<file path="src/design/cacn_pkg.sv">
// ----------------------------------------------------------------------------
// cacn_pkg
// Shared widths, character codes and the binary-to-BCD step used by the
// uppercase amount converter.
// ----------------------------------------------------------------------------
package cacn_pkg;

    localparam int BIN_W    = 40;
    localparam int NDIG     = 12;
    localparam int BCD_W    = NDIG * 4;
    localparam int CODE_W   = 5;
    localparam int NSTAGE   = 6;                 // input stage plus one per byte
    localparam int NSLOT    = 42;                // candidate character slots
    localparam int SLOT_W   = $clog2(NSLOT);

    localparam logic [BIN_W-1:0] LIMIT_CENTS = 40'd1000000000000;

    localparam logic [CODE_W-1:0] CODE_ZERO  = 5'd0;
    localparam logic [CODE_W-1:0] CODE_SHI   = 5'd10;
    localparam logic [CODE_W-1:0] CODE_BAI   = 5'd11;
    localparam logic [CODE_W-1:0] CODE_QIAN  = 5'd12;
    localparam logic [CODE_W-1:0] CODE_WAN   = 5'd13;
    localparam logic [CODE_W-1:0] CODE_YI    = 5'd14;
    localparam logic [CODE_W-1:0] CODE_YUAN  = 5'd15;
    localparam logic [CODE_W-1:0] CODE_JIAO  = 5'd16;
    localparam logic [CODE_W-1:0] CODE_FEN   = 5'd17;
    localparam logic [CODE_W-1:0] CODE_ZHENG = 5'd18;

    // Unit character after a nonzero digit, by position inside a group
    function automatic logic [CODE_W-1:0] unit_of_pos(input logic [1:0] pos);
        logic [CODE_W-1:0] u;
        begin
            case (pos)
                2'd1:    u = CODE_SHI;
                2'd2:    u = CODE_BAI;
                2'd3:    u = CODE_QIAN;
                default: u = CODE_ZERO;
            endcase
            return u;
        end
    endfunction

    // Eight shift-add-3 steps: folds one input byte, MSB first, into the BCD
    function automatic logic [BCD_W-1:0] dabble8(input logic [BCD_W-1:0] bcd_in,
                                                 input logic [7:0] byte_in);
        logic [BCD_W-1:0] b;
        begin
            b = bcd_in;
            for (int j = 7; j >= 0; j--)
            begin
                for (int d = 0; d < NDIG; d++)
                begin
                    if (b[4*d +: 4] >= 4'd5)
                        b[4*d +: 4] = b[4*d +: 4] + 4'd3;
                end
                b = {b[BCD_W-2:0], byte_in[j]};
            end
            return b;
        end
    endfunction

endpackage

</file>
<file path="src/design/currency_amount_to_chinese_numerals.sv">
// ----------------------------------------------------------------------------
// currency_amount_to_chinese_numerals
// Converts an amount in cents to its uppercase financial wording, one
// character code per output word, with a last mark on the final one.
// ----------------------------------------------------------------------------
// An amount word enters whenever in_ready is high; amounts may follow each
// other every cycle while in_ready stays high. The amount is registered,
// converted to twelve decimal digits over five byte-wide BCD stages, laid out
// as a fixed list of candidate character slots in one more stage, and then
// drained one character per cycle, while out_ready allows, from the lowest
// live slot through the serializer and the output register. An amount has
// 1 to 24 characters (typically 3 to 20), and the single character output
// port sets the sustained rate. Amounts of 1000000000000 cents or more give
// one word with out_of_range set, char_code 0 and last set.
module currency_amount_to_chinese_numerals
(
    input  logic                                 clk,
    input  logic                                 rst_n,
    input  logic                                 in_valid,
    output logic                                 in_ready,
    input  logic [cacn_pkg::BIN_W-1:0]           amount_cents,
    output logic                                 out_valid,
    input  logic                                 out_ready,
    output logic [cacn_pkg::CODE_W-1:0]          char_code,
    output logic                                 last,
    output logic                                 out_of_range
);

    // Conversion pipeline stages
    logic [cacn_pkg::NSTAGE-1:0]       vld_reg;
    logic [cacn_pkg::BIN_W-1:0]        bin_reg [cacn_pkg::NSTAGE];
    logic [cacn_pkg::BCD_W-1:0]        bcd_reg [cacn_pkg::NSTAGE];
    logic [cacn_pkg::NSTAGE-1:0]       oor_reg;
    logic [cacn_pkg::NSTAGE:0]         rdy;

    // Slot stage
    logic                              tok_valid_reg;
    logic [cacn_pkg::NSLOT-1:0]        tok_mask_reg;
    logic [cacn_pkg::CODE_W-1:0]       tok_code_reg [cacn_pkg::NSLOT];
    logic                              tok_oor_reg;
    logic [cacn_pkg::NSLOT-1:0]        tok_mask_next;
    logic [cacn_pkg::CODE_W-1:0]       tok_code_next [cacn_pkg::NSLOT];

    // Serializer
    logic [cacn_pkg::NSLOT-1:0]        ser_mask_reg;
    logic [cacn_pkg::CODE_W-1:0]       ser_code_reg [cacn_pkg::NSLOT];
    logic                              ser_oor_reg;
    logic [cacn_pkg::NSLOT-1:0]        pick_hot;
    logic [cacn_pkg::CODE_W-1:0]       pick_code;
    logic                              pick_last;
    logic                              pick;
    logic                              ser_load;

    // Output register
    logic                              out_valid_reg;
    logic [cacn_pkg::CODE_W-1:0]       char_code_reg;
    logic                              last_reg;
    logic                              out_of_range_reg;

    // Ready chain: a stage moves when empty or when the next one moves
    always_comb
    begin
        rdy[cacn_pkg::NSTAGE] = !tok_valid_reg || ser_load;
        for (int k = cacn_pkg::NSTAGE - 1; k >= 0; k--)
            rdy[k] = !vld_reg[k] || rdy[k+1];
    end
    assign in_ready = rdy[0];

    // Stage valids
    always_ff @(posedge clk or negedge rst_n)
    begin
        if (!rst_n)
        begin
            vld_reg <= '0;
        end
        else
        begin
            if (rdy[0])
                vld_reg[0] <= in_valid;
            for (int k = 1; k < cacn_pkg::NSTAGE; k++)
            begin
                if (rdy[k])
                    vld_reg[k] <= vld_reg[k-1];
            end
        end
    end

    // Stage payloads: capture, then one byte of double dabble per stage
    always_ff @(posedge clk)
    begin
        if (rdy[0])
        begin
            bin_reg[0] <= amount_cents;
            bcd_reg[0] <= '0;
            oor_reg[0] <= (amount_cents >= cacn_pkg::LIMIT_CENTS);
        end
        for (int k = 1; k < cacn_pkg::NSTAGE; k++)
        begin
            if (rdy[k])
            begin
                bin_reg[k] <= {bin_reg[k-1][cacn_pkg::BIN_W-9:0], 8'd0};
                bcd_reg[k] <= cacn_pkg::dabble8(bcd_reg[k-1],
                                  bin_reg[k-1][cacn_pkg::BIN_W-1 -: 8]);
                oor_reg[k] <= oor_reg[k-1];
            end
        end
    end

    // Candidate character slots, in emission order
    always_comb
    begin
        logic [cacn_pkg::BCD_W-1:0] b;
        logic [3:0]                 dg;
        logic [3:0]                 dlow;
        logic                       hi_any;
        logic                       grp_any;
        logic                       ynz;
        logic                       jnz;
        logic                       fnz;
        logic [3:0]                 jd;
        logic [3:0]                 fd;
        int                         i;
        b       = bcd_reg[cacn_pkg::NSTAGE-1];
        hi_any  = 1'b0;
        grp_any = 1'b0;
        i       = 0;
        fd      = b[3:0];
        jd      = b[7:4];
        fnz     = (fd != 4'd0);
        jnz     = (jd != 4'd0);
        ynz     = (b[cacn_pkg::BCD_W-1:8] != '0);
        for (int s = 0; s < cacn_pkg::NSLOT; s++)
        begin
            tok_code_next[s] = cacn_pkg::CODE_ZERO;
            tok_mask_next[s] = 1'b0;
        end
        for (int p = 9; p >= 0; p--)
        begin
            dg   = b[4*p+8 +: 4];
            dlow = (p > 0) ? b[4*p+4 +: 4] : 4'd0;
            tok_code_next[i] = {1'b0, dg};
            tok_mask_next[i] = (dg != 4'd0);
            i++;
            tok_code_next[i] = cacn_pkg::unit_of_pos(2'(p));
            tok_mask_next[i] = (dg != 4'd0) && (p % 4 != 0);
            i++;
            tok_code_next[i] = cacn_pkg::CODE_ZERO;
            tok_mask_next[i] = (dg == 4'd0) && (p % 4 != 0) && hi_any && (dlow != 4'd0);
            i++;
            hi_any  = hi_any || (dg != 4'd0);
            grp_any = grp_any || (dg != 4'd0);
            if (p == 8 || p == 4)
            begin
                tok_code_next[i] = (p == 8) ? cacn_pkg::CODE_YI : cacn_pkg::CODE_WAN;
                tok_mask_next[i] = grp_any;
                grp_any = 1'b0;
                i++;
            end
        end
        // Tail: yuan mark, jiao and fen
        tok_code_next[i] = cacn_pkg::CODE_YUAN;  tok_mask_next[i] = ynz;                i++;
        tok_code_next[i] = cacn_pkg::CODE_ZERO;  tok_mask_next[i] = !ynz && !jnz && !fnz; i++;
        tok_code_next[i] = cacn_pkg::CODE_YUAN;  tok_mask_next[i] = !ynz && !jnz && !fnz; i++;
        tok_code_next[i] = cacn_pkg::CODE_ZHENG; tok_mask_next[i] = !jnz && !fnz;       i++;
        tok_code_next[i] = {1'b0, jd};           tok_mask_next[i] = jnz;                i++;
        tok_code_next[i] = cacn_pkg::CODE_JIAO;  tok_mask_next[i] = jnz;                i++;
        tok_code_next[i] = cacn_pkg::CODE_ZHENG; tok_mask_next[i] = jnz && !fnz;        i++;
        tok_code_next[i] = cacn_pkg::CODE_ZERO;  tok_mask_next[i] = fnz && !jnz && ynz; i++;
        tok_code_next[i] = {1'b0, fd};           tok_mask_next[i] = fnz;                i++;
        tok_code_next[i] = cacn_pkg::CODE_FEN;   tok_mask_next[i] = fnz;
        // Flagged amount: one zero word
        if (oor_reg[cacn_pkg::NSTAGE-1])
        begin
            tok_mask_next    = '0;
            tok_mask_next[0] = 1'b1;
            tok_code_next[0] = cacn_pkg::CODE_ZERO;
        end
    end

    always_ff @(posedge clk or negedge rst_n)
    begin
        if (!rst_n)
            tok_valid_reg <= 1'b0;
        else if (rdy[cacn_pkg::NSTAGE])
            tok_valid_reg <= vld_reg[cacn_pkg::NSTAGE-1];
    end

    always_ff @(posedge clk)
    begin
        if (rdy[cacn_pkg::NSTAGE])
        begin
            tok_mask_reg <= tok_mask_next;
            tok_code_reg <= tok_code_next;
            tok_oor_reg  <= oor_reg[cacn_pkg::NSTAGE-1];
        end
    end

    // Lowest live slot, as a one-hot select
    always_comb
    begin
        logic found;
        found    = 1'b0;
        pick_hot = '0;
        for (int s = 0; s < cacn_pkg::NSLOT; s++)
        begin
            if (!found && ser_mask_reg[s])
            begin
                pick_hot[s] = 1'b1;
                found       = 1'b1;
            end
        end
    end

    always_comb
    begin
        pick_code = '0;
        for (int s = 0; s < cacn_pkg::NSLOT; s++)
            pick_code = pick_code | (pick_hot[s] ? ser_code_reg[s] : '0);
    end

    assign pick_last = ((ser_mask_reg & ~pick_hot) == '0);
    assign pick      = (ser_mask_reg != '0) && (!out_valid_reg || out_ready);
    assign ser_load  = tok_valid_reg && ((ser_mask_reg == '0) || (pick && pick_last));

    // Serializer state
    always_ff @(posedge clk or negedge rst_n)
    begin
        if (!rst_n)
            ser_mask_reg <= '0;
        else if (ser_load)
            ser_mask_reg <= tok_mask_reg;
        else if (pick)
            ser_mask_reg <= ser_mask_reg & ~pick_hot;
    end

    always_ff @(posedge clk)
    begin
        if (ser_load)
        begin
            ser_code_reg <= tok_code_reg;
            ser_oor_reg  <= tok_oor_reg;
        end
    end

    // Output register
    always_ff @(posedge clk or negedge rst_n)
    begin
        if (!rst_n)
            out_valid_reg <= 1'b0;
        else if (pick)
            out_valid_reg <= 1'b1;
        else if (out_ready)
            out_valid_reg <= 1'b0;
    end

    always_ff @(posedge clk)
    begin
        if (pick)
        begin
            char_code_reg    <= pick_code;
            last_reg         <= pick_last;
            out_of_range_reg <= ser_oor_reg;
        end
    end

    assign out_valid    = out_valid_reg;
    assign char_code    = char_code_reg;
    assign last         = last_reg;
    assign out_of_range = out_of_range_reg;

`ifndef ASSERT_OFF
    // A flagged word is always a lone zero word
    a_oor_word: assert property (@(posedge clk) disable iff (!rst_n)
        out_valid && out_of_range |-> last && (char_code == cacn_pkg::CODE_ZERO))
        else $error("flagged word is not a lone zero");

    // Every loaded amount has between 1 and 24 characters
    a_run_len: assert property (@(posedge clk) disable iff (!rst_n)
        ser_load |-> ($countones(tok_mask_reg) >= 1) && ($countones(tok_mask_reg) <= 24))
        else $error("character run length out of bounds");

    // Pick select is one-hot whenever slots remain
    a_pick_hot: assert property (@(posedge clk) disable iff (!rst_n)
        (ser_mask_reg != '0) |-> $onehot(pick_hot))
        else $error("slot select not one-hot");

    // Serializer reloads only when its run is spent
    a_reload: assert property (@(posedge clk) disable iff (!rst_n)
        ser_load && (ser_mask_reg != '0) |-> pick && pick_last)
        else $error("serializer reloaded mid-run");
`endif

endmodule

</file>
<file path="config.mk">
export PLATFORM = sky130hd
export DESIGN_NAME = currency_amount_to_chinese_numerals
export DESIGN_NICKNAME = d
export VERILOG_FILES = /design/src/design/cacn_pkg.sv /design/src/design/currency_amount_to_chinese_numerals.sv
export SDC_FILE = /design/constraint.sdc
export NUM_CORES = 2
export LEC_CHECK = 0
export BUFFER_PORTS_ARGS = -buffer_cell sky130_fd_sc_hd__buf_2
export CORE_AREA = 3 3 412 414
export DETAILED_ROUTE_END_ITERATION = 8
export DIE_AREA = 0 0 415 417
export PLACE_DENSITY = 0.47
export RECOVER_POWER = 50
export SLEW_MARGIN = 10
export SYNTH_ARGS = -nofsm -noshare
export SYNTH_HDL_FRONTEND = slang
export SYNTH_SLANG_ARGS = --single-unit
</file>
<file path="constraint.sdc">
create_clock -name clk -period 15.1 [get_ports clk]
set_input_delay 2.265 -clock clk [delete_from_list [all_inputs] [get_ports clk]]
set_output_delay 2.265 -clock clk [all_outputs]
set_load 0.02 [all_outputs]
</file>
==> results.cfg <==
[status]
status = complete, but fails checks
failed_checks = capacitance limit, slew limit

[worst_setup_path]
slowest_stage = a211oi_1
cp_max_fo = 11
crit_top_cell = ha_1
rr_worst_depth = 46
critPathLaunchType = flop
worstPathArrival_ns = 10.91
worst_ep_required_time_ns = 15.48
cp-end-kind = flop
critical_path_class = flop to flop
max_stage_delay_ns = 0.61

[timing]
fin_crit_ns = 10.53
fin_setup_tns_ns = 0
hold_viol = 0
fin_crit_sh = 0.697
slew_headroom = -1.58
finalSetupViolations = 0
slew_violations = 165
tightest_slew_ns = 3.87
fmax_mhz = 95.0
finalClockSkew_ns = 0.0330
rsz0062_at_grt = no

[grt]
grt_start_max_net_pins = 77
track_usage = 0.104
grt_pass1_vias = 34900
overflow = 0
antenna_found_initial = 0
grt_pass1_wl_mm = 160

[min_path]
hold_class = flop to flop
hold_depth = 0

[synthesis]
synth_top_area_frac = 0.264
synth_area_leaders = edfxtp_1 (26%), ha_1 (14%), mux2i_1 (6.2%), inv_1 (4.1%), mux2_2 (3.9%)
synth_top_area_cell = edfxtp_1
netlist_area_mm2 = 0.0465
synthFlopType = edfxtp_1
syn-instance-count = 5059
synth-edff-count = 409
ys_ff_latch = 459
synth.distinct_cells = 128
async_flop_share = 0.109
yosys-top-cells-count = inv_1 (505), ha_1 (504), edfxtp_1 (409)
yosys_warnings = 0
synth_nets = 5607
syn_avg_cell_area_um2 = 9.19
synth.most_common_cell = inv_1
ys_seq_area_frac = 0.291

[die]
std_cell_rows = 150
ios = 53
die_w_um = 415
core_area_mm2 = 0.167
die_area_mm2 = 0.173
start_util = 0.279
die_y_um = 417

[drt]
vias = 35500
wl_per_cell_um = 12.5
drt-initial-drc-count = 1620
wl_mm = 92.3
drc = 0
antenna_left = 0
firstDrtPassIters = 5
vias_per_cell = 4.81

[cells_and_area]
fillers = 17500
antenna_cells = 0
syn2layout_area_growth_pct = 9.73
largest_register_ff_count = 152
fin_nets = 5684
layout-drive-gt1-share = 0.0955

[place]
port_buffers = 52
place_congestion = 0.768
post-dp-hpwl_mm = 72.7

[clocking]
numCtsBuffers = 54
insertion_delay_ns = 0.64
root_buffer = clkbuf_16
cts_tree = done
cts-resized-gates = 0
cts_hold_buf = 0
clkTransAtPathRegs_ns = 0.06
htreeDepth = 2
cts_setup_buffers = 0
cts_sinks = 459
ctsLongestPathBuffers = 3

[flow_run]
drv_cap = 3
-- per-layer routing --
metal,part of all wire,global-route usage,up-vias
met3,0.020,0.0131,87
met5,0,0,-
met1,0.47,0.129,16600
met4,0.018,0.0234,0
li1,-,-,18700
met2,0.49,0.192,192
-- placed cells by master (no fill, tap or decap), types with 35 or more instances in the layout --
master,count
a211o_1,37
a211oi_1,59
a21o_1,71
a21oi_1,250
and2_1,53
and3_1,44
clkbuf_1,46
clkbuf_16,55
dfrtp_1,50
edfxtp_1,409
ha_1,504
inv_1,506
mux2_2,160
mux2i_1,288
nand2_1,335
nand2b_1,222
nand3_1,92
nor2_1,286
nor2b_1,135
nor3_1,88
nor3b_1,35
o211ai_1,56
o21a_1,70
o21ai_0,220
o21ai_1,62
or3_1,35
xnor2_1,164
xor2_1,47
-- cells by family (layout without fill, tap and decap cells) --
group | Yosys count | count (layout) | share of synthesized area
AND/OR/NAND/NOR | 1514 | 1514 | 0.173
AO/OA/AOI/OAI | 1305 | 1305 | 0.198
buffers and inverters | 569 | 691 | 0.0467
adder cells (fa/ha/maj) | 508 | 508 | 0.136
multiplexers | 487 | 487 | 0.112
flip-flops | 459 | 459 | 0.291
XOR/XNOR | 217 | 217 | 0.0418
-- path summary, 6_finish.rpt --
kind,slack (ns),from,end
worst max-delay path,4.57,bcd_reg[4][32],bcd_reg[5][34]
worst min-delay path,0.41,ser_oor_reg,out_of_range
worst max register to register,4.57,bcd_reg[4][32],bcd_reg[5][34]
worst min register to register,0.41,ser_oor_reg,out_of_range
max in group asynchronous,10.97,rst_n,ser_mask_reg[0]
min in group asynchronous,1.74,rst_n,ser_mask_reg[36]
-- stage by stage --
| stage | instances | setup slack (ns) | hold slack, ns | util | area [um2] |
|---|---|---|---|---|---|
| global placement | 7284 | 4.67 | 0.402 | 0.297 | 49400 |
| finish | 7385 | 4.57 | 0.412 | 0.306 | 51000 |
| detailed placement | 7284 | 4.50 | 0.405 | 0.297 | 49400 |
| CTS | 7385 | 4.48 | 0.416 | 0.307 | 51100 |
| floorplan | 5059 | 5.79 | 0.400 | - | 46500 |
| global route | 7385 | 3.46 | 0.423 | 0.306 | 51000 |
-- critical path: cells and delay by family, from the launching register on --
kind                       cells  cell delay (ns)
muxes                          1             0.35
adders and majority gates      8             1.90
AOI/OAI and AO/OA             12             3.06
and+or+nand+nor               13             2.13
xor gates and xnor gates       6             1.65
DFF                            1             0.53
buffers and inverters          6             0.65
-- layout make-up --
class                   count  area, um2  share of cell area
clock inverters            34        251             0.00493
well taps                2204       2760              0.0540
clock buffers              67       1450              0.0284
repair buffers             64        292             0.00571
inverters                 526       1970              0.0387
multi-input cells        4031      30800               0.603
flip-flops and latches    459      13500               0.265
Power is left out: the tool's default activity adds up to more than one toggle a clock period on the data nets, which glitch-free logic cannot reach.
